### src/hw/rtl/encoder_tunable_white_dimmer_macros.svh
// Assertion macros shared by the encoder dimmer RTL.
// Every macro expects clk_i and rst_ni to be visible where it is used.
`ifndef ENCODER_TUNABLE_WHITE_DIMMER_MACROS_SVH
`define ENCODER_TUNABLE_WHITE_DIMMER_MACROS_SVH

// Property that must hold at every clock edge outside reset.
`define ETWD_ASSERT(lbl, prop, msg) \
  lbl: assert property (@(posedge clk_i) disable iff (!rst_ni) (prop)) else $error(msg);

// Consequence that must hold in the cycle after the antecedent.
`define ETWD_ASSERT_NEXT(lbl, ante, cons, msg) \
  lbl: assert property (@(posedge clk_i) disable iff (!rst_ni) (ante) |=> (cons)) else $error(msg);

`endif

### src/hw/rtl/etwd_pkg.sv
// Shared types and constants of the encoder dimmer.
// No dependencies; used by every module of the block.
`default_nettype none

package etwd_pkg;

  localparam int unsigned MinPosition = 0;
  localparam logic [7:0]  MinPos8     = 8'(MinPosition);

  localparam int unsigned CfgIdxW    = 3;
  localparam int unsigned QueueDepth = 2;
  localparam int unsigned QueuePtrW  = $clog2(QueueDepth);
  localparam int unsigned QueueCntW  = $clog2(QueueDepth + 1);
  localparam int unsigned DivW       = 16;
  localparam int unsigned DivCntW    = $clog2(DivW);

  localparam logic CmdTick = 1'b1;

  typedef enum logic [CfgIdxW-1:0] {
    CFG_POSITION_MAX   = 3'd0,
    CFG_LOW_STEP       = 3'd1,
    CFG_HIGH_STEP      = 3'd2,
    CFG_STEP_THRESHOLD = 3'd3,
    CFG_WARM_START     = 3'd4,
    CFG_WARM_STOP      = 3'd5,
    CFG_COOL_START     = 3'd6,
    CFG_COOL_STOP      = 3'd7
  } etwd_cfg_idx_e;

  typedef struct packed {
    logic [7:0] position_max;
    logic [7:0] low_step;
    logic [7:0] high_step;
    logic [7:0] step_threshold;
    logic [7:0] warm_start;
    logic [7:0] warm_stop;
    logic [7:0] cool_start;
    logic [7:0] cool_stop;
  } etwd_cfg_t;

  localparam etwd_cfg_t CfgReset = '{
    position_max:   8'd255,
    low_step:       8'd1,
    high_step:      8'd5,
    step_threshold: 8'd32,
    warm_start:     8'd0,
    warm_stop:      8'd192,
    cool_start:     8'd128,
    cool_stop:      8'd255
  };

  typedef struct packed {
    logic command;
    logic a_level;
    logic b_level;
    logic button_level;
  } etwd_item_t;

  typedef struct packed {
    logic [7:0] position;
    logic       lamp_on;
    logic [7:0] warm_target;
    logic [7:0] cool_target;
    logic [7:0] warm_level;
    logic [7:0] cool_level;
  } etwd_result_t;

  typedef enum logic [1:0] {
    OP_HOLD = 2'd0,
    OP_UP   = 2'd1,
    OP_DOWN = 2'd2,
    OP_TICK = 2'd3
  } etwd_op_e;

  typedef struct packed {
    etwd_op_e kind;
    logic     toggle;
  } etwd_op_t;

  typedef struct packed {
    logic empty;
    logic full;
  } etwd_queue_stat_t;

  typedef struct packed {
    logic            start;
    logic [DivW-1:0] dividend;
    logic [7:0]      divisor;
  } etwd_div_req_t;

  typedef struct packed {
    logic            busy;
    logic            done;
    logic [DivW-1:0] quotient;
  } etwd_div_rsp_t;

  typedef enum logic [4:0] {
    S_IDLE     = 5'b00001,
    S_APPLY    = 5'b00010,
    S_CH_START = 5'b00100,
    S_CH_WAIT  = 5'b01000,
    S_DONE     = 5'b10000
  } etwd_state_e;

endpackage

`default_nettype wire

### src/hw/rtl/encoder_tunable_white_dimmer.sv
// Top level of the rotary encoder tunable-white dimmer.
// Depends on etwd_pkg, etwd_front, etwd_queue, etwd_div and etwd_back.
`default_nettype none

// Each input word is a pin-change event or a ramp tick and produces exactly one
// result word. A two-entry queue sits between the input side and the processing
// engine, so input words keep being taken while a result waits to be collected.
// The engine handles one word at a time: it takes, applies and finishes it,
// starts the warm and then the cool channel, and, for each channel whose
// target needs the linear map, waits on the shared bit-serial divider, which
// works out sixteen quotient bits and then raises done; a result may also
// wait on a stall before it is collected.
// Configuration writes are always ready and take effect on the next clock.
module encoder_tunable_white_dimmer (
  input  wire logic                         clk_i,
  input  wire logic                         rst_ni,
  input  wire logic                         item_valid_i,
  output logic                              item_stall_o,
  input  wire etwd_pkg::etwd_item_t         item_i,
  output logic                              result_valid_o,
  input  wire logic                         result_stall_i,
  output etwd_pkg::etwd_result_t            result_o,
  input  wire logic                         cfg_valid_i,
  output logic                              cfg_ready_o,
  input  wire logic [etwd_pkg::CfgIdxW-1:0] cfg_index_i,
  input  wire logic [7:0]                   cfg_data_i
);

  etwd_pkg::etwd_op_t         push_op, head_op;
  etwd_pkg::etwd_queue_stat_t q_stat;
  etwd_pkg::etwd_div_req_t    div_req;
  etwd_pkg::etwd_div_rsp_t    div_rsp;
  logic push, pop;

  etwd_front u_front (
    .item_valid_i (item_valid_i),
    .item_stall_o (item_stall_o),
    .item_i       (item_i),
    .q_full_i     (q_stat.full),
    .push_o       (push),
    .op_o         (push_op)
  );

  etwd_queue u_queue (
    .clk_i  (clk_i),
    .rst_ni (rst_ni),
    .push_i (push),
    .op_i   (push_op),
    .pop_i  (pop),
    .op_o   (head_op),
    .stat_o (q_stat)
  );

  etwd_div u_div (
    .clk_i  (clk_i),
    .rst_ni (rst_ni),
    .req_i  (div_req),
    .rsp_o  (div_rsp)
  );

  etwd_back u_back (
    .clk_i          (clk_i),
    .rst_ni         (rst_ni),
    .cfg_valid_i    (cfg_valid_i),
    .cfg_ready_o    (cfg_ready_o),
    .cfg_index_i    (cfg_index_i),
    .cfg_data_i     (cfg_data_i),
    .q_stat_i       (q_stat),
    .q_op_i         (head_op),
    .pop_o          (pop),
    .div_req_o      (div_req),
    .div_rsp_i      (div_rsp),
    .result_valid_o (result_valid_o),
    .result_stall_i (result_stall_i),
    .result_o       (result_o)
  );

endmodule

`default_nettype wire

### src/hw/rtl/etwd_front.sv
// Front end: takes input words and classifies them into queue operations.
// Depends on etwd_pkg.
`default_nettype none

module etwd_front (
  input  wire logic                 item_valid_i,
  output logic                      item_stall_o,
  input  wire etwd_pkg::etwd_item_t item_i,
  input  wire logic                 q_full_i,
  output logic                      push_o,
  output etwd_pkg::etwd_op_t        op_o
);

  assign item_stall_o = q_full_i;
  assign push_o       = item_valid_i && !q_full_i;

  always_comb begin
    op_o.toggle = 1'b0;
    if (item_i.command == etwd_pkg::CmdTick) begin
      op_o.kind = etwd_pkg::OP_TICK;
    end else begin
      // A pressed button reads low.
      op_o.toggle = !item_i.button_level;
      if (!item_i.a_level) begin
        op_o.kind = etwd_pkg::OP_HOLD;
      end else if (item_i.b_level) begin
        op_o.kind = etwd_pkg::OP_DOWN;
      end else begin
        op_o.kind = etwd_pkg::OP_UP;
      end
    end
  end

endmodule

`default_nettype wire

### src/hw/rtl/etwd_queue.sv
// Short operation queue between the front end and the back end.
// Depends on etwd_pkg and the shared assertion macros.
`default_nettype none
`include "encoder_tunable_white_dimmer_macros.svh"

module etwd_queue (
  input  wire logic                       clk_i,
  input  wire logic                       rst_ni,
  input  wire logic                       push_i,
  input  wire etwd_pkg::etwd_op_t         op_i,
  input  wire logic                       pop_i,
  output etwd_pkg::etwd_op_t              op_o,
  output etwd_pkg::etwd_queue_stat_t      stat_o
);

  etwd_pkg::etwd_op_t entries_q [etwd_pkg::QueueDepth];
  logic [etwd_pkg::QueuePtrW-1:0] wr_ptr_q, wr_ptr_d;
  logic [etwd_pkg::QueuePtrW-1:0] rd_ptr_q, rd_ptr_d;
  logic [etwd_pkg::QueueCntW-1:0] count_q, count_d;

  localparam logic [etwd_pkg::QueuePtrW-1:0] LastPtr =
      etwd_pkg::QueuePtrW'(etwd_pkg::QueueDepth - 1);
  localparam logic [etwd_pkg::QueueCntW-1:0] FullCnt =
      etwd_pkg::QueueCntW'(etwd_pkg::QueueDepth);

  assign stat_o.empty = (count_q == '0);
  assign stat_o.full  = (count_q == FullCnt);
  assign op_o         = entries_q[rd_ptr_q];

  always_comb begin
    wr_ptr_d = wr_ptr_q;
    rd_ptr_d = rd_ptr_q;
    count_d  = count_q;
    if (push_i) begin
      wr_ptr_d = (wr_ptr_q == LastPtr) ? '0 : wr_ptr_q + 1'b1;
    end
    if (pop_i) begin
      rd_ptr_d = (rd_ptr_q == LastPtr) ? '0 : rd_ptr_q + 1'b1;
    end
    if (push_i && !pop_i) begin
      count_d = count_q + 1'b1;
    end else if (pop_i && !push_i) begin
      count_d = count_q - 1'b1;
    end
  end

  always_ff @(posedge clk_i or negedge rst_ni) begin
    if (!rst_ni) begin
      wr_ptr_q <= '0;
      rd_ptr_q <= '0;
      count_q  <= '0;
    end else begin
      wr_ptr_q <= wr_ptr_d;
      rd_ptr_q <= rd_ptr_d;
      count_q  <= count_d;
    end
  end

  always_ff @(posedge clk_i) begin
    if (push_i) begin
      entries_q[wr_ptr_q] <= op_i;
    end
  end

  `ETWD_ASSERT(a_no_push_full, !(push_i && stat_o.full), "push into a full queue")
  `ETWD_ASSERT(a_no_pop_empty, !(pop_i && stat_o.empty), "pop from an empty queue")
  `ETWD_ASSERT(a_count_bound, count_q <= FullCnt, "queue count beyond depth")

endmodule

`default_nettype wire

### src/hw/rtl/etwd_div.sv
// Restoring divider, one quotient bit per cycle, for the channel map.
// Depends on etwd_pkg.
`default_nettype none

module etwd_div (
  input  wire logic                    clk_i,
  input  wire logic                    rst_ni,
  input  wire etwd_pkg::etwd_div_req_t req_i,
  output etwd_pkg::etwd_div_rsp_t      rsp_o
);

  localparam logic [etwd_pkg::DivCntW-1:0] LastCnt =
      etwd_pkg::DivCntW'(etwd_pkg::DivW - 1);

  logic                          busy_q, done_q;
  logic [etwd_pkg::DivCntW-1:0]  cnt_q;
  logic [etwd_pkg::DivW-1:0]     quo_q;
  logic [7:0]                    rem_q;
  logic [7:0]                    div_q;
  logic [8:0]                    shifted;
  logic                          fits;

  // Dividend bits shift out of the top of quo_q as quotient bits enter below.
  assign shifted = {rem_q, quo_q[etwd_pkg::DivW-1]};
  assign fits    = (shifted >= {1'b0, div_q});

  assign rsp_o.busy     = busy_q;
  assign rsp_o.done     = done_q;
  assign rsp_o.quotient = quo_q;

  always_ff @(posedge clk_i or negedge rst_ni) begin
    if (!rst_ni) begin
      busy_q <= 1'b0;
      done_q <= 1'b0;
      cnt_q  <= '0;
    end else begin
      done_q <= 1'b0;
      if (req_i.start) begin
        busy_q <= 1'b1;
        cnt_q  <= '0;
      end else if (busy_q) begin
        cnt_q <= cnt_q + 1'b1;
        if (cnt_q == LastCnt) begin
          busy_q <= 1'b0;
          done_q <= 1'b1;
        end
      end
    end
  end

  always_ff @(posedge clk_i) begin
    if (req_i.start) begin
      quo_q <= req_i.dividend;
      rem_q <= '0;
      div_q <= req_i.divisor;
    end else if (busy_q) begin
      quo_q <= {quo_q[etwd_pkg::DivW-2:0], fits};
      rem_q <= fits ? 8'(shifted - {1'b0, div_q}) : shifted[7:0];
    end
  end

endmodule

`default_nettype wire

### src/hw/rtl/etwd_back.sv
// Back end: register file, position and lamp update, channel map and ramp.
// Depends on etwd_pkg, etwd_div through its ports, and the assertion macros.
`default_nettype none
`include "encoder_tunable_white_dimmer_macros.svh"

module etwd_back (
  input  wire logic                                 clk_i,
  input  wire logic                                 rst_ni,
  input  wire logic                                 cfg_valid_i,
  output logic                                      cfg_ready_o,
  input  wire logic [etwd_pkg::CfgIdxW-1:0]         cfg_index_i,
  input  wire logic [7:0]                           cfg_data_i,
  input  wire etwd_pkg::etwd_queue_stat_t           q_stat_i,
  input  wire etwd_pkg::etwd_op_t                   q_op_i,
  output logic                                      pop_o,
  output etwd_pkg::etwd_div_req_t                   div_req_o,
  input  wire etwd_pkg::etwd_div_rsp_t              div_rsp_i,
  output logic                                      result_valid_o,
  input  wire logic                                 result_stall_i,
  output etwd_pkg::etwd_result_t                    result_o
);

  etwd_pkg::etwd_state_e  state_q, state_d;
  etwd_pkg::etwd_cfg_t    cfg_q, cfg_d;
  etwd_pkg::etwd_op_t     op_q, op_d;
  etwd_pkg::etwd_result_t result_q, result_d;
  logic       result_valid_q, result_valid_d;
  logic [7:0] pos_q, pos_d;
  logic       lamp_q, lamp_d;
  logic [7:0] warm_lvl_q, warm_lvl_d, cool_lvl_q, cool_lvl_d;
  logic [7:0] warm_t_q, warm_t_d, cool_t_q, cool_t_d;
  logic       ch_q, ch_d;
  logic       neg_q, neg_d;

  // Position update.
  logic [7:0]        step;
  logic signed [9:0] pos_ext, step_ext, pos_sum, pos_clamp;
  logic              lamp_next;

  // Channel map.
  logic [7:0]        ch_start, ch_stop, start_diff, span_abs, out_abs;
  logic signed [8:0] span, out_span;
  logic [15:0]       numerator;
  logic signed [17:0] q_signed, mapped;
  logic [7:0]        mapped8;

  logic tgt_wr;
  logic [7:0] tgt_val;

  function automatic logic [7:0] slew(input logic [7:0] level, input logic [7:0] target);
    logic [7:0] r;
    r = level;
    if (target > level) begin
      r = level + 8'd1;
    end else if (target < level) begin
      r = level - 8'd1;
    end
    return r;
  endfunction

  assign cfg_ready_o    = 1'b1;
  assign result_valid_o = result_valid_q;
  assign result_o       = result_q;

  assign step     = (pos_q >= cfg_q.step_threshold) ? cfg_q.high_step : cfg_q.low_step;
  assign pos_ext  = signed'({2'b00, pos_q});
  assign step_ext = signed'({2'b00, step});

  always_comb begin
    case (op_q.kind)
      etwd_pkg::OP_UP:   pos_sum = pos_ext + step_ext;
      etwd_pkg::OP_DOWN: pos_sum = pos_ext - step_ext;
      default:           pos_sum = pos_ext;
    endcase
    pos_clamp = pos_sum;
    if (pos_clamp < signed'({2'b00, etwd_pkg::MinPos8})) begin
      pos_clamp = signed'({2'b00, etwd_pkg::MinPos8});
    end
    if (pos_clamp > signed'({2'b00, cfg_q.position_max})) begin
      pos_clamp = signed'({2'b00, cfg_q.position_max});
    end
    if (pos_clamp < 10'sd0) begin
      pos_clamp = '0;
    end
    // Moving up turns the lamp on before the button toggles it.
    lamp_next = (op_q.kind == etwd_pkg::OP_UP) ? 1'b1 : lamp_q;
    if (op_q.toggle) begin
      lamp_next = !lamp_next;
    end
  end

  assign ch_start   = ch_q ? cfg_q.cool_start : cfg_q.warm_start;
  assign ch_stop    = ch_q ? cfg_q.cool_stop : cfg_q.warm_stop;
  assign span       = signed'({1'b0, ch_stop}) - signed'({1'b0, ch_start});
  assign span_abs   = span[8] ? 8'(-span) : span[7:0];
  assign out_span   = signed'({1'b0, cfg_q.position_max}) - signed'({1'b0, etwd_pkg::MinPos8});
  assign out_abs    = out_span[8] ? 8'(-out_span) : out_span[7:0];
  assign start_diff = pos_q - ch_start;
  assign numerator  = {8'b0, start_diff} * {8'b0, out_abs};

  // The divider works on magnitudes; the sign is put back here, which gives
  // truncation toward zero.
  always_comb begin
    q_signed = signed'({2'b00, div_rsp_i.quotient});
    mapped   = neg_q ? -q_signed : q_signed;
    mapped   = mapped + signed'({10'b0, etwd_pkg::MinPos8});
    if (mapped < 18'sd0) begin
      mapped8 = 8'd0;
    end else if (mapped > 18'sd255) begin
      mapped8 = 8'd255;
    end else begin
      mapped8 = mapped[7:0];
    end
  end

  always_comb begin
    state_d        = state_q;
    cfg_d          = cfg_q;
    op_d           = op_q;
    result_d       = result_q;
    result_valid_d = result_valid_q;
    pos_d          = pos_q;
    lamp_d         = lamp_q;
    warm_lvl_d     = warm_lvl_q;
    cool_lvl_d     = cool_lvl_q;
    warm_t_d       = warm_t_q;
    cool_t_d       = cool_t_q;
    ch_d           = ch_q;
    neg_d          = neg_q;
    pop_o          = 1'b0;
    tgt_wr         = 1'b0;
    tgt_val        = 8'd0;
    div_req_o.start    = 1'b0;
    div_req_o.dividend = numerator;
    div_req_o.divisor  = span_abs;

    if (cfg_valid_i) begin
      case (etwd_pkg::etwd_cfg_idx_e'(cfg_index_i))
        etwd_pkg::CFG_POSITION_MAX:   cfg_d.position_max   = cfg_data_i;
        etwd_pkg::CFG_LOW_STEP:       cfg_d.low_step       = cfg_data_i;
        etwd_pkg::CFG_HIGH_STEP:      cfg_d.high_step      = cfg_data_i;
        etwd_pkg::CFG_STEP_THRESHOLD: cfg_d.step_threshold = cfg_data_i;
        etwd_pkg::CFG_WARM_START:     cfg_d.warm_start     = cfg_data_i;
        etwd_pkg::CFG_WARM_STOP:      cfg_d.warm_stop      = cfg_data_i;
        etwd_pkg::CFG_COOL_START:     cfg_d.cool_start     = cfg_data_i;
        etwd_pkg::CFG_COOL_STOP:      cfg_d.cool_stop      = cfg_data_i;
        default: ;
      endcase
    end

    if (result_valid_q && !result_stall_i) begin
      result_valid_d = 1'b0;
    end

    case (state_q)
      etwd_pkg::S_IDLE: begin
        if (!q_stat_i.empty) begin
          pop_o   = 1'b1;
          op_d    = q_op_i;
          state_d = etwd_pkg::S_APPLY;
        end
      end
      etwd_pkg::S_APPLY: begin
        // A tick leaves the position alone, so it is not clamped either.
        if (op_q.kind != etwd_pkg::OP_TICK) begin
          pos_d = pos_clamp[7:0];
        end
        lamp_d  = lamp_next;
        ch_d    = 1'b0;
        state_d = etwd_pkg::S_CH_START;
      end
      etwd_pkg::S_CH_START: begin
        if (!lamp_q || (pos_q < ch_start)) begin
          tgt_wr  = 1'b1;
          tgt_val = 8'd0;
        end else if (span == 9'sd0) begin
          tgt_wr  = 1'b1;
          tgt_val = 8'd255;
        end else begin
          div_req_o.start = 1'b1;
          neg_d   = span[8] ^ out_span[8];
          state_d = etwd_pkg::S_CH_WAIT;
        end
      end
      etwd_pkg::S_CH_WAIT: begin
        if (div_rsp_i.done) begin
          tgt_wr  = 1'b1;
          tgt_val = mapped8;
        end
      end
      etwd_pkg::S_DONE: begin
        if (!result_valid_q || !result_stall_i) begin
          if (op_q.kind == etwd_pkg::OP_TICK) begin
            warm_lvl_d = slew(warm_lvl_q, warm_t_q);
            cool_lvl_d = slew(cool_lvl_q, cool_t_q);
          end
          result_d.position    = pos_q;
          result_d.lamp_on     = lamp_q;
          result_d.warm_target = warm_t_q;
          result_d.cool_target = cool_t_q;
          result_d.warm_level  = warm_lvl_d;
          result_d.cool_level  = cool_lvl_d;
          result_valid_d       = 1'b1;
          state_d              = etwd_pkg::S_IDLE;
        end
      end
      default: state_d = etwd_pkg::S_IDLE;
    endcase

    if (tgt_wr) begin
      if (ch_q) begin
        cool_t_d = tgt_val;
        state_d  = etwd_pkg::S_DONE;
      end else begin
        warm_t_d = tgt_val;
        ch_d     = 1'b1;
        state_d  = etwd_pkg::S_CH_START;
      end
    end
  end

  always_ff @(posedge clk_i or negedge rst_ni) begin
    if (!rst_ni) begin
      state_q        <= etwd_pkg::S_IDLE;
      cfg_q          <= etwd_pkg::CfgReset;
      result_valid_q <= 1'b0;
      pos_q          <= '0;
      lamp_q         <= 1'b1;
      warm_lvl_q     <= '0;
      cool_lvl_q     <= '0;
      ch_q           <= 1'b0;
    end else begin
      state_q        <= state_d;
      cfg_q          <= cfg_d;
      result_valid_q <= result_valid_d;
      pos_q          <= pos_d;
      lamp_q         <= lamp_d;
      warm_lvl_q     <= warm_lvl_d;
      cool_lvl_q     <= cool_lvl_d;
      ch_q           <= ch_d;
    end
  end

  always_ff @(posedge clk_i) begin
    op_q     <= op_d;
    result_q <= result_d;
    warm_t_q <= warm_t_d;
    cool_t_q <= cool_t_d;
    neg_q    <= neg_d;
  end

  `ETWD_ASSERT(a_div_start_idle, !(div_req_o.start && div_rsp_i.busy), "divider started while busy")
  `ETWD_ASSERT_NEXT(a_done_waits, (state_q == etwd_pkg::S_DONE) && result_valid_q && result_stall_i, state_q == etwd_pkg::S_DONE, "result register overwritten while held")
  `ETWD_ASSERT_NEXT(a_up_lamp_on, (state_q == etwd_pkg::S_APPLY) && (op_q.kind == etwd_pkg::OP_UP) && !op_q.toggle, lamp_q, "upward move left the lamp off")

endmodule

`default_nettype wire

### config.mk
export PLATFORM = sky130hd
export DESIGN_NAME = encoder_tunable_white_dimmer
export DESIGN_NICKNAME = d
export VERILOG_FILES = /design/src/hw/rtl/etwd_pkg.sv /design/src/hw/rtl/encoder_tunable_white_dimmer.sv /design/src/hw/rtl/etwd_front.sv /design/src/hw/rtl/etwd_queue.sv /design/src/hw/rtl/etwd_div.sv /design/src/hw/rtl/etwd_back.sv
export VERILOG_INCLUDE_DIRS = /design/src /design/src/hw/rtl
export SDC_FILE = /design/constraint.sdc
export NUM_CORES = 1
export LEC_CHECK = 0
export ABC_AREA = 1
export CORE_AREA = 3 3 184 150
export CTS_CLUSTER_SIZE = 8
export DETAILED_ROUTE_END_ITERATION = 8
export DIE_AREA = 0 0 187 153
export DONT_BUFFER_PORTS = 1
export GPL_TIMING_DRIVEN = 0
export HOLD_SLACK_MARGIN = 0.12
export PLACE_DENSITY = 0.76
export SLEW_MARGIN = 20
export SYNTH_ARGS = -nofsm -noshare
export SYNTH_HDL_FRONTEND = slang
export SYNTH_SLANG_ARGS = --single-unit
### constraint.sdc
create_clock -name clk_i -period 7.9 [get_ports clk_i]
set_clock_uncertainty 0.1 [all_clocks]
set_input_delay 0.79 -clock clk_i [delete_from_list [all_inputs] [get_ports clk_i]]
set_output_delay 0.79 -clock clk_i [all_outputs]
set_load 0.01 [all_outputs]
# Word level (Yosys, flattened, before mapping)

Memory sizes are Yosys's and may differ from the RTL's. A register that Yosys moved wholly into a read port is not among the register bits.
Index checks and enable logic that the tools add are counted.

Bits in registers: 196
RAM bits: 6
Input bits: 20
Word-level logic and storage cells: 190
Memories kept: 1

Memories:

| name              | depth | bits a word | read ports | clocked after Yosys merged registers in | write ports | line             | text |
|---|---|---|---|---|---|---|---|
| u_queue.entries_q | 2     | 3           | 1          | 1                                       | 1           | etwd_queue.sv:16 | `etwd_pkg::etwd_op_t entries_q [etwd_pkg::QueueDepth];` |

$add $sub $neg: 16
Multipliers: 1
Magnitude comparators: 12
Eq/ne operators: 23
Multiplexer cells: 66
Bitwise logic cells: 4
Reductions and logical operators: 34

Operators with widths:

| operator                                                               | number |
|---|---|
| 8-bit 2-to-1 mux                                                       | 17 |
| 16-bit 2-to-1 mux                                                      | 2 |
| 5-bit 2-to-1 mux                                                       | 6 |
| 1-bit 2-to-1 mux                                                       | 27 |
| 2-bit AND reduction                                                    | 13 |
| 5-bit one-hot mux with 5 select lines                                  | 1 |
| 8-bit < comparator                                                     | 3 |
| 10-bit by 1-bit < comparator with 1-bit output (second input constant) | 2 |
| 10-bit 2-to-1 mux                                                      | 2 |
| 10-bit one-hot mux with 2 select lines                                 | 1 |
| 18-bit by 9-bit > comparator with 1-bit output (second input constant) | 1 |
| 18-bit by 1-bit < comparator with 1-bit output (second input constant) | 1 |
| 18-bit 2-to-1 mux                                                      | 1 |
| 16-bit negation with 18-bit output                                     | 1 |
| 8-bit by 8-bit subtractor with 9-bit output                            | 2 |
| 8-bit by 1-bit adder with 8-bit output (second input constant)         | 2 |
| 8-bit > comparator                                                     | 2 |
| 8-bit by 8-bit multiplier with 16-bit output                           | 1 |
| 8-bit one-hot mux with 2 select lines                                  | 1 |
| 8-bit by 1-bit subtractor with 8-bit output (second input constant)    | 2 |
| 8-bit subtractor                                                       | 2 |
| 3-bit equality test (second input constant)                            | 4 |
| 10-bit by 9-bit > comparator with 1-bit output                         | 1 |
| 2-bit 2-to-1 mux                                                       | 5 |
| other kinds (35)                                                       | 56 |

# Logic depth before layout (Yosys ltp)

Gate-level depths: netlist of the first run.

Depth in word-level cells: 10
Mapped depth: 35
Mapped depth without buffers: 34

# Hierarchy

A second synthesis of the first run with hierarchy kept.

Cell total of the unflattened synthesis: 1810
Area total of the unflattened synthesis: 14510.2 µm²

By module, submodules not included:

| module     | times used | cells an instance | area an instance (µm²) |
|---|---|---|---|
| etwd_back  | 1          | 1531              | 12009.0 |
| etwd_div   | 1          | 235               | 2039.5 |
| etwd_queue | 1          | 34                | 420.4 |
| etwd_front | 1          | 10                | 41.3 |

# Worst setup path before layout of the first run

Ideal clock, no wire load.

Kind: register -> register
Start point: register u_back.ch_q
End point: register u_div.quo_q[13] (netlist bit) (data pin)
Library setup time: 0.260 ns
Data arrival time: 5.772 ns
Data required time: 7.540 ns
Setup slack: 1.767 ns
Cell stages (with the launch flop): 27
Buffers on the path: 2
Cell sequence: dfrtp_1 clkbuf_1 clkbuf_1 mux2i_1 ha_1 a21oi_1 and2_1 or2_2 nand2_1 a21oi_1 or2_2 nand2_1 nor2_1 fa_1 inv_1 fa_1 fa_1 inv_1 fa_1 ha_1 a21oi_1 a21boi_0 o21ai_0 nand3_1 nand3_1 nand2_1 o21ai_0

Cells in the longest elaborated chain, start to end: 7
Elaborated cells on any way between the ends: 12

Ends and longest elaborated chain:

| item                                                                                                 | line             | text |
|---|---|---|
| start: declaration                                                                                   | etwd_back.sv:32  | `logic ch_q, ch_d;` |
| start signal: assignment                                                                             | etwd_back.sv:240 | `ch_q <= ch_d;` |
| parallel branches: the longest is 6 deep, another holds 8-bit by 8-bit multiplier with 16-bit output | --               |  |
| 16-bit 2-to-1 mux *                                                                                  | etwd_div.sv:52   | `if (req_i.start) begin` |
| end signal: assignment                                                                               | etwd_div.sv:53   | `quo_q <= req_i.dividend;` |
| end signal: assignment                                                                               | etwd_div.sv:57   | `quo_q <= {quo_q[etwd_pkg::DivW-2:0], fits};` |
| end: declaration                                                                                     | etwd_div.sv:17   | `logic [etwd_pkg::DivW-1:0] quo_q;` |

Mark *: on every way between the ends.
A chain may end at the register's enable or synchronous reset.

# Final worst setup path of the first run

Same ends and word-level chain as after synthesis.

==> qor.csv, run 1 <==
stage,metric,value,unit
sta,Final setup viols,0,
sta,"Slew Viols, Final",0,
sta,setup TNS,0,ns
critical_path,"Max FO, Critical Path",10,
die,chip width,187,um
drt,Initial DRT Pass Iterations,5,
clock_network,H-tree depth,1,
hold_path,Hold Path Cell Cnt,2,
critical_path,worst reg2reg setup slack,0.64,ns
clock_network,post-CTS setup buffers,0,
sta,fin crit share,91.8,%
critical_path,RR Startpoint,u_back.ch_q,
synth,post-synthesis register bit count,205,
synth,Mean Syn Cell Area,8.03,um^2
synth,Synth top area share,19.2,%
synth,Syn. warnings,0,
placement,worst setup slack after placement,0.760,ns
synth,"top cells by area, synth","edfxtp_1, dfrtp_1, nand2_1",
synth,"count leader, synth",nand2_1,
synth,Yosys top cell by area,edfxtp_1,
die,Starting Density,54.7,%
drt,WL per Instance,14.9,um
drt,Via density,5.26,
critical_path,crit end category,register,
sta,max_slew headroom,52.0,%
grt,vias in the first global route,11000,
clock_network,Num CTS Buffers,30,
critical_path,Setup CP Type,register to register,
synth,Post-synth EDFFs,91,
sta,RSZ-0062 raised after global routing,false,
hold_path,Worst Hold Class,input pin to register,
clock_network,clk sink count,205,
sta,final setup margin,0.645,ns
drt,Post-DRT Antenna Nets,0,
grt,pin count of the biggest net entering global routing,107,
placement,RD Place Congestion,0.925,
critical_path,R2R Path End,u_div.quo_q[13],
grt,Overflow after GRT,0,
finish,filler cell count,2304,
sta,maximum clock rate,0.138,GHz
drt,aggregate routed wire length,32600,um
sta,final hold violation count,0,
die,Die Ht,153,um
sta,worst slew pin tran,0.719,ns
drt,Initial DRC Count,667,
critical_path,Worst Setup SP,u_back.ch_q,
clock_network,CTS tree,done,
finish,Synth-to-Final Area Change,9.66,%
finish,area of the multi-input gates,0.00739,mm^2
critical_path,Critical Path AT,7.44,ns
drt,via count,11500,
clock_network,Root Driver,clkbuf_16,
synth,Netlist Area Pre-Place,0.0143,mm^2
synth,"FFs w/ async S/R, synth",51.7,%
finish,Storage cell area,0.00558,mm^2
die,Top-Level Pins,64,
critical_path,Startpoint Class,register,
placement,port bufs,0,
die,total core area,0.0261,mm^2
grt,first-pass GRT wire length,54400,um
run,Max-cap violations,0,
run_status,status,finished clean,
synth,Synth top cells by count,"nand2_1, inv_1, o21ai_0, ha_1, nor2_1",
critical_path,CP required,8.08,ns
clock_network,"Reg clk slew, reported paths",0.05,ns
placement,Post-DP HPWL,24600,um
synth,Syn Nets,1957,
synth,Post-Syn Instances,1775,
die,Die ar.,0.0286,mm^2
finish,ANT cells,0,
die,Site Rows,53,
clock_network,CTS max path bufs,3,
grt,gr usage total,22.7,%
synth,"Primary FF master, synth",edfxtp_1,
sta,minimum clock period,7.26,ns
synth,Yosys cell types,50,
synth,sequential-to-total area share from yosys stat,39.1,%
critical_path,R2R depth,26,
critical_path,crit path capture,u_div.quo_q[13],
drt,DRC,0,
clock_network,clk_lat worst skew,0.54,ns
finish,layout cells sized above 1,5.51,%
finish,fin nets,1991,
grt,initial antenna violation count,0,
==> cells in the final DEF, fill, tap and decap left out, types with 7 or more instances in the layout <==
cell / instances
edfxtp_1: 91
fa_1: 41
nand4_1: 26
ha_1: 121
buf_2: 7
inv_1: 284
a21oi_1: 60
dfxtp_1: 8
nand3_1: 94
nand2_1: 499
xor2_1: 37
nor3_1: 8
dfstp_2: 25
o21ai_0: 154
or2_2: 9
clkbuf_16: 31
dfrtp_1: 81
xnor2_1: 15
nor2_1: 113
mux2i_1: 7
clkbuf_1: 48
nand2_2: 7
==> worst max-delay path, stage by stage (launching register included) <==
cell      delay [ns]
dfrtp_1         0.37
clkbuf_1        0.29
clkbuf_1        0.60
mux2i_1         0.60
fa_1            0.33
nand3_1         0.11
nand2_1         0.10
nand2_1         0.08
nand2_1         0.06
a21oi_1         0.07
xnor2_1         0.48
inv_1           0.19
nor2_1          0.15
fa_1            0.42
inv_1           0.08
fa_1            0.44
fa_1            0.54
inv_1           0.05
fa_1            0.47
ha_1            0.36
a21oi_1         0.18
a21boi_0        0.31
o21ai_0         0.23
nand3_1         0.15
nand3_1         0.08
nand2_1         0.08
o21ai_0         0.08
==> sequential cells by signal (all words and copies together) (netlist names), 2 cells and up <==
name               cells
u_back.cfg_q          64
u_back.cool_lvl_q      8
u_back.cool_t_q        8
u_back.op_q            3
u_back.pos_q           8
u_back.result_o       41
u_back.state_q         5
u_back.warm_lvl_q      8
u_back.warm_t_q        8
u_div.cnt_q            4
u_div.div_q            8
u_div.quo_q           16
u_div.rem_q            8
u_queue.count_q        2
u_queue.entries_q      6
==> worst min-delay path by stage <==
stage | endpoint | from | slack, ns
detailed placement | u_back.result_o[22] | u_back.cool_t_q[6] | 0.36
CTS | u_back.cfg_q[7] | cfg_data_i[7] | 0.25
finish | u_back.cfg_q[7] | cfg_data_i[7] | 0.27
floorplan | u_back.result_o[16] | u_back.cool_t_q[0] | 0.33
global route | u_back.cfg_q[0] | cfg_data_i[0] | 0.27
global placement | u_back.result_o[22] | u_back.cool_t_q[6] | 0.34
==> routing by layer <==
layer | share of wire (%) | wire (um) | up-vias | track usage, %
met5 | 0 | 0 | - | 0
met4 | 3.4 | 1100 | 0 | 7.20
met3 | 4.5 | 1460 | 75 | 2.94
met2 | 45 | 14700 | 293 | 36.6
met1 | 47 | 15400 | 5387 | 32.1
li1 | - | - | 5770 | -
==> area by class of cell <==
| type | count | share of cell area (%) |
|---|---|---|
| clock inverter | 1 | 0.0480 |
| tap | 357 | 2.86 |
| sequential | 205 | 35.7 |
| timing repair buffer | 2 | 0.240 |
| multi-input combinational | 1241 | 47.3 |
| inverter | 286 | 6.87 |
| buffer | 43 | 1.38 |
| clock buffer | 54 | 5.64 |
==> repair_timing <==
action | in CTS | in global routing
endpoints found under the setup margin | 0 | 0
hold buffers | 2 | 0
hold endpoints to repair | 106 | 0
resized for setup | 0 | 0
==> stage by stage <==
| stage | instances | area [um^2] | hold slack, ns | utilization, % |
|---|---|---|---|---|
| after floorplan | 1775 | 14300 | 0.326 | - |
| after global placement | 2132 | 14700 | 0.344 | 56.4 |
| after detailed placement | 2132 | 14700 | 0.360 | 56.4 |
| after CTS | 2189 | 15600 | 0.254 | 60.0 |
| after global routing | 2189 | 15600 | 0.270 | 60.0 |
| final | 2189 | 15600 | 0.274 | 60.0 |
==> cells by family (layout without fill, tap and decap cells) <==
family / after synthesis / in the layout / synth area share (%)
AOI/OAI and AO/OA: 238 / 238 / 8.77
xor gates and xnor gates: 54 / 54 / 3.42
adders and majority gates: 162 / 162 / 16.4
buffers and inverters: 329 / 386 / 9.02
DFF: 205 / 205 / 39.1
muxes: 11 / 11 / 0.808
other: 1 / 1 / 0.0263
and+or+nand+nor: 775 / 775 / 22.5
Power of run 1 is not shown: default switching activity piles up to over one toggle a cycle in this logic, so the estimate is an artifact.
==> inputs of run 2 (changes only) <==
--- a/config.mk
+++ b/config.mk
@@ -7,14 +7,15 @@
 export NUM_CORES = 1
 export LEC_CHECK = 0
 export ABC_AREA = 1
-export CORE_AREA = 3 3 184 150
+export CAP_MARGIN = 20
+export CORE_AREA = 3 3 177 144
 export CTS_CLUSTER_SIZE = 8
 export DETAILED_ROUTE_END_ITERATION = 8
-export DIE_AREA = 0 0 187 153
+export DIE_AREA = 0 0 180 147
 export DONT_BUFFER_PORTS = 1
 export GPL_TIMING_DRIVEN = 0
 export HOLD_SLACK_MARGIN = 0.12
-export PLACE_DENSITY = 0.76
+export PLACE_DENSITY = 0.81
 export SLEW_MARGIN = 20
 export SYNTH_ARGS = -nofsm -noshare
 export SYNTH_HDL_FRONTEND = slang
==> run 2 against run 1 <==
Compared with the run above:
- critical endpoint unchanged
- die area shrank 7.5%
- flip-flop and latch count is the same
- cell area fell by 0.62%
==> qor.csv, run 2 (same netlist as run 1, synthesis figures left out) <==
stage,metric,value,unit,change
run_status,status,finished clean,,unchanged
die,Starting Density,60.4,%,was 54.7%
grt,gr usage total,25.0,%,was 22.7%
critical_path,CP required,8.08,ns,about the same
finish,Largest Register,u_back.cfg_q,,unchanged
die,total core area,0.0236,mm^2,was 0.0261 mm^2
drt,Top Metal Used,met5,,was met4
clock_network,clk sink count,205,,unchanged
critical_path,Setup CP Type,register to register,,unchanged
clock_network,CTS max path bufs,3,,unchanged
grt,first-pass GRT wire length,55600,um,was 54400 um
finish,"most common cell after layout, fill and taps aside",nand2_1,,unchanged
grt,vias in the first global route,11400,,was 11000
die,Die ar.,0.0265,mm^2,was 0.0286 mm^2
finish,max FFs per register,64,,unchanged
drt,via count,11700,,was 11500
clock_network,Root Driver,clkbuf_16,,unchanged
grt,pin count of the biggest net entering global routing,107,,unchanged
clock_network,clk_lat worst skew,0.54,ns,about the same
run,Max-cap violations,0,,unchanged
clock_network,Hold Buf Count CTS,2,,unchanged
hold_path,Worst Hold Class,input pin to register,,unchanged
drt,Initial DRT Pass Iterations,6,,was 5
clock_network,"Reg clk slew, reported paths",0.05,ns,about the same
placement,RD Place Congestion,0.952,,was 0.925
sta,"Slew Viols, Final",0,,unchanged
critical_path,Worst path slowest cell,mux2i_1,,was clkbuf_1
drt,DRC,0,,unchanged
finish,most frequent cells in the layout,"nand2_1, inv_1, o21ai_0, ha_1, nor2_1",,unchanged
drt,metal3 WL,1990,um,was 1460 um
critical_path,crit end category,register,,unchanged
clock_network,Num CTS Buffers,29,,was 30
grt,Overflow after GRT,0,,unchanged
finish,layout cells sized above 1,5.41,%,was 5.51%
drt,WL per Instance,15.5,um,was 14.9 um
drt,Metal-1 WL,14900,um,was 15400 um
placement,Post-DP HPWL,25300,um,was 24600 um
sta,fin crit share,93.0,%,was 91.8%
drt,aggregate routed wire length,33300,um,was 32600 um
critical_path,Startpoint Class,register,,unchanged
drt,Via density,5.48,,was 5.26
drt,Post-DRT Antenna Nets,0,,unchanged
sta,final hold violation count,0,,unchanged
die,Site Rows,50,,was 53
critical_path,"Max FO, Critical Path",10,,unchanged
sta,minimum clock period,7.34,ns,was 7.26 ns
sta,maximum clock rate,0.136,GHz,was 0.138 GHz
critical_path,max incr delay on CP,0.60,ns,about the same
clock_network,H-tree depth,1,,unchanged
sta,RSZ-0062 raised after global routing,false,,unchanged
sta,setup TNS,0,ns,unchanged
finish,fin nets,1991,,unchanged
drt,met2 WL post-DR,15800,um,was 14700 um
finish,final design utilization,65.9,%,was 60.0%
placement,port bufs,0,,unchanged
die,chip width,180,um,was 187 um
clock_network,CTS tree,done,,unchanged
clock_network,post-CTS setup buffers,0,,unchanged
finish,ANT cells,0,,unchanged
grt,initial antenna violation count,1,,was 0
clock_network,post-cts resize count,0,,unchanged
critical_path,Critical Path AT,7.52,ns,was 7.44 ns
drt,Initial DRC Count,986,,was 667
die,Die Ht,147,um,was 153 um
critical_path,CP dominant cell by count,fa_1,,unchanged
sta,worst slew pin tran,0.699,ns,was 0.719 ns
finish,Synth-to-Final Area Change,8.98,%,was 9.66%
sta,max_slew headroom,53.2,%,was 52.0%
sta,Final setup viols,0,,unchanged
die,Top-Level Pins,64,,unchanged
==> run 2: worst paths after layout <==
check | start | to | slack [ns] | cells after the start
worst max-delay path | u_back.ch_q | u_div.quo_q[13] | 0.56 | 26
min in group asynchronous | rst_ni | u_div.cnt_q[2] | 0.67 | 2
max in group asynchronous | rst_ni | u_back.cfg_q[45] | 6.43 | 2
worst max register to register | u_back.ch_q | u_div.quo_q[13] | 0.56 | 26
worst min register to register | u_back.cool_t_q[4] | u_back.result_o[20] | 0.38 | 0
worst min-delay path | cfg_data_i[7] | u_back.cfg_q[7] | 0.28 | 2
==> run 2: cell type report <==
type / count / area (um^2)
clock buffer: 52 / 822
tap: 312 / 390
inverter: 286 / 1070
buffer: 43 / 214
clock inverter: 1 / 8.76
timing repair buffer: 3 / 57.6
multi-input combinational: 1241 / 7390
fill: 1909 / 8050
sequential: 205 / 5580
==> run 2: metrics by stage <==
| stage | hold slack [ns] | cell area (um^2) | instances | worst slack (ns) |
|---|---|---|---|---|
| CTS | 0.267 | 15500 | 2143 | 0.646 |
| global placement | 0.364 | 14600 | 2087 | 0.822 |
| finish | 0.277 | 15500 | 2143 | 0.556 |
| floorplan | 0.326 | 14300 | 1775 | 1.77 |
| detailed placement | 0.369 | 14700 | 2088 | 0.721 |
| global route | 0.282 | 15500 | 2143 | 0.180 |
==> run 2: worst max-delay path: cells and delay by family, from the launching register on <==
kind / cells / cell delay [ns]
AO/OA/AOI/OAI: 5 / 0.82
XOR/XNOR: 1 / 0.55
multiplexers: 1 / 0.60
flip-flops: 1 / 0.39
AND/OR/NAND/NOR: 8 / 0.82
buffers and inverters: 5 / 1.23
adder cells (fa/ha/maj): 6 / 2.58
==> run 2: layer usage <==
layer | global-route usage, % | vias to the layer above
met2 | 43.1 | 370
met5 | 0 | -
met3 | 3.86 | 53
met1 | 34.0 | 5542
li1 | - | 5767
met4 | 4.79 | 2
Power of run 2 is left out for the same reason.
==> inputs of run 3 (changes only) <==
==> constraint.sdc (replaced) <==
create_clock -name clk_i -period 7.9 [get_ports clk_i]
set_clock_uncertainty 0.1 [all_clocks]
set_input_delay 1.58 -clock clk_i [delete_from_list [all_inputs] [get_ports clk_i]]
set_output_delay 1.58 -clock clk_i [all_outputs]
set_load 0.01 [all_outputs]
==> run 3 against run 2 <==
Compared with the run above:
- global-route usage barely moved
- non-clock buffer count fell by 2
- core utilization down 0.16 points
- wire length about the same
- critical endpoint unchanged
- worst hold slack gained 0.097 ns
- final cell count about the same
- flip-flop and latch count did not move
- maximum frequency barely moved
- cell area shrank 0.24%
- highest routed layer unchanged
==> qor.csv, run 3 (same netlist as run 1, synthesis figures left out) <==
stage,metric,value,unit,change
run_status,status,finished clean,,unchanged
clock_network,"Reg clk slew, reported paths",0.05,ns,about the same
critical_path,Critical Path AT,7.53,ns,was 7.52 ns
finish,layout cells sized above 1,5.36,%,was 5.41%
drt,Via density,5.49,,was 5.48
finish,filler cell count,1911,,was 1909
critical_path,R2R Path End,u_div.quo_q[13],,unchanged
clock_network,H-tree depth,1,,unchanged
finish,Synth-to-Final Area Change,8.72,%,was 8.98%
placement,port bufs,0,,unchanged
clock_network,CTS tree,done,,unchanged
placement,Post-DP HPWL,25300,um,unchanged
run,Max-cap violations,0,,unchanged
grt,first-pass GRT wire length,55500,um,was 55600 um
critical_path,CP required,8.08,ns,about the same
drt,Initial DRT Pass Iterations,5,,was 6
critical_path,Stages on worst setup path,26,,unchanged
sta,Final setup viols,0,,unchanged
sta,final hold violation count,0,,unchanged
clock_network,Root Driver,clkbuf_16,,unchanged
finish,max FFs per register,64,,unchanged
critical_path,Worst Setup SP,u_back.ch_q,,unchanged
grt,initial antenna violation count,1,,unchanged
finish,Storage cell area,0.00558,mm^2,unchanged
grt,Overflow after GRT,0,,unchanged
drt,via count,11800,,was 11700
grt,vias in the first global route,11400,,about the same
finish,Largest Register,u_back.cfg_q,,unchanged
finish,fin nets,1989,,was 1991
die,chip width,180,um,unchanged
critical_path,"Max FO, Critical Path",10,,unchanged
hold_path,Worst Hold Class,register to register,,was input pin to register
sta,setup TNS,0,ns,unchanged
grt,pin count of the biggest net entering global routing,107,,unchanged
clock_network,post-cts resize count,0,,unchanged
critical_path,Worst path slowest cell,mux2i_1,,unchanged
grt,gr usage total,24.9,%,was 25.0%
die,Top-Level Pins,64,,unchanged
hold_path,sink of the worst hold path,u_back.result_o[20],,was u_back.cfg_q[7]
critical_path,Startpoint Class,register,,unchanged
hold_path,worst hold start,u_back.cool_t_q[4],,was cfg_data_i[7]
drt,WL per Instance,15.6,um,was 15.5 um
die,Die Ht,147,um,unchanged
die,Starting Density,60.4,%,unchanged
clock_network,clk_lat worst skew,0.54,ns,about the same
sta,"Slew Viols, Final",0,,unchanged
clock_network,Num CTS Buffers,29,,unchanged
clock_network,Hold Buf Count CTS,0,,was 2
hold_path,Hold Path Cell Cnt,0,,was 2
finish,area of the multi-input gates,0.00739,mm^2,unchanged
drt,Post-DRT Antenna Nets,0,,unchanged
drt,Initial DRC Count,1023,,was 986
finish,final design utilization,65.7,%,was 65.9%
finish,ANT cells,0,,unchanged
sta,worst slew pin tran,0.703,ns,was 0.699 ns
critical_path,max incr delay on CP,0.60,ns,about the same
drt,DRC,0,,unchanged
critical_path,RR Startpoint,u_back.ch_q,,unchanged
critical_path,crit end category,register,,unchanged
finish,"most common cell after layout, fill and taps aside",nand2_1,,unchanged
critical_path,cell family with most CP delay,adder cells,,unchanged
die,Site Rows,50,,unchanged
sta,RSZ-0062 raised after global routing,false,,unchanged
critical_path,CP dominant cell by count,fa_1,,unchanged
sta,fin crit share,93.0,%,about the same
clock_network,post-CTS setup buffers,0,,unchanged
clock_network,CTS max path bufs,3,,unchanged
sta,max_slew headroom,53.0,%,was 53.2%
drt,aggregate routed wire length,33300,um,about the same
placement,RD Place Congestion,0.952,,unchanged
critical_path,CP bufs+invs,5,,unchanged
critical_path,Setup CP Type,register to register,,unchanged
sta,maximum clock rate,0.136,GHz,about the same
critical_path,R2R depth,26,,unchanged
sta,minimum clock period,7.35,ns,was 7.34 ns
die,total core area,0.0236,mm^2,unchanged
critical_path,worst reg2reg setup slack,0.55,ns,was 0.56 ns
die,Die ar.,0.0265,mm^2,unchanged
clock_network,clk sink count,205,,unchanged
finish,most frequent cells in the layout,"nand2_1, inv_1, o21ai_0, ha_1, nor2_1",,unchanged
[run 3: routing by layer]
| metal | global-route usage (%) | wire length (um) | up-vias |
|---|---|---|---|
| met5 | 0 | 8 | - |
| met4 | 4.79 | 597 | 2 |
| met3 | 3.99 | 2170 | 54 |
| met2 | 42.9 | 15700 | 404 |
| met1 | 33.9 | 14800 | 5527 |
| li1 | - | - | 5766 |
[run 3: worst register-to-register path: stages, from the launching register on]
cell	delay (ns)
dfrtp_1	0.38
clkbuf_1	0.31
clkbuf_1	0.59
mux2i_1	0.60
fa_1	0.32
nand3_1	0.12
nand2_1	0.11
nand2_1	0.07
nand2_1	0.07
a21oi_1	0.08
xnor2_1	0.54
inv_1	0.22
nor2_1	0.16
fa_1	0.43
inv_1	0.08
fa_1	0.44
fa_1	0.54
inv_1	0.05
fa_1	0.48
ha_1	0.37
a21oi_1	0.19
a21boi_0	0.29
o21ai_0	0.19
nand3_1	0.14
nand3_1	0.08
nand2_1	0.08
o21ai_0	0.08
[run 3: area by class of cell]
class                   instances  area share (%)
plain buffers                  43            1.38
well taps                     312            2.52
clock inverters                 1          0.0565
multi-input cells            1241            47.7
inverters                     286            6.93
flip-flops and latches        205            36.0
repair buffers                  1           0.129
clock buffers                  52            5.30
[run 3: worst max path at each step]
| stage | endpoint | slack [ns] |
|---|---|---|
| after floorplan | u_div.quo_q[13] | 1.77 |
| after CTS | u_div.quo_q[13] | 0.65 |
| after global routing | u_div.quo_q[13] | 0.18 |
| final | u_div.quo_q[13] | 0.55 |
| after detailed placement | u_div.quo_q[13] | 0.72 |
| after global placement | u_div.quo_q[13] | 0.82 |
[run 3: metrics by stage]
step	setup slack (ns)	cells	instance area, um^2	hold slack, ns
after floorplan	1.77	1775	14300	0.326
after global placement	0.822	2087	14600	0.364
after detailed placement	0.721	2088	14700	0.369
after CTS	0.646	2141	15500	0.379
after global routing	0.180	2141	15500	0.402
final	0.551	2141	15500	0.374
Power of run 3 is left out for the same reason.
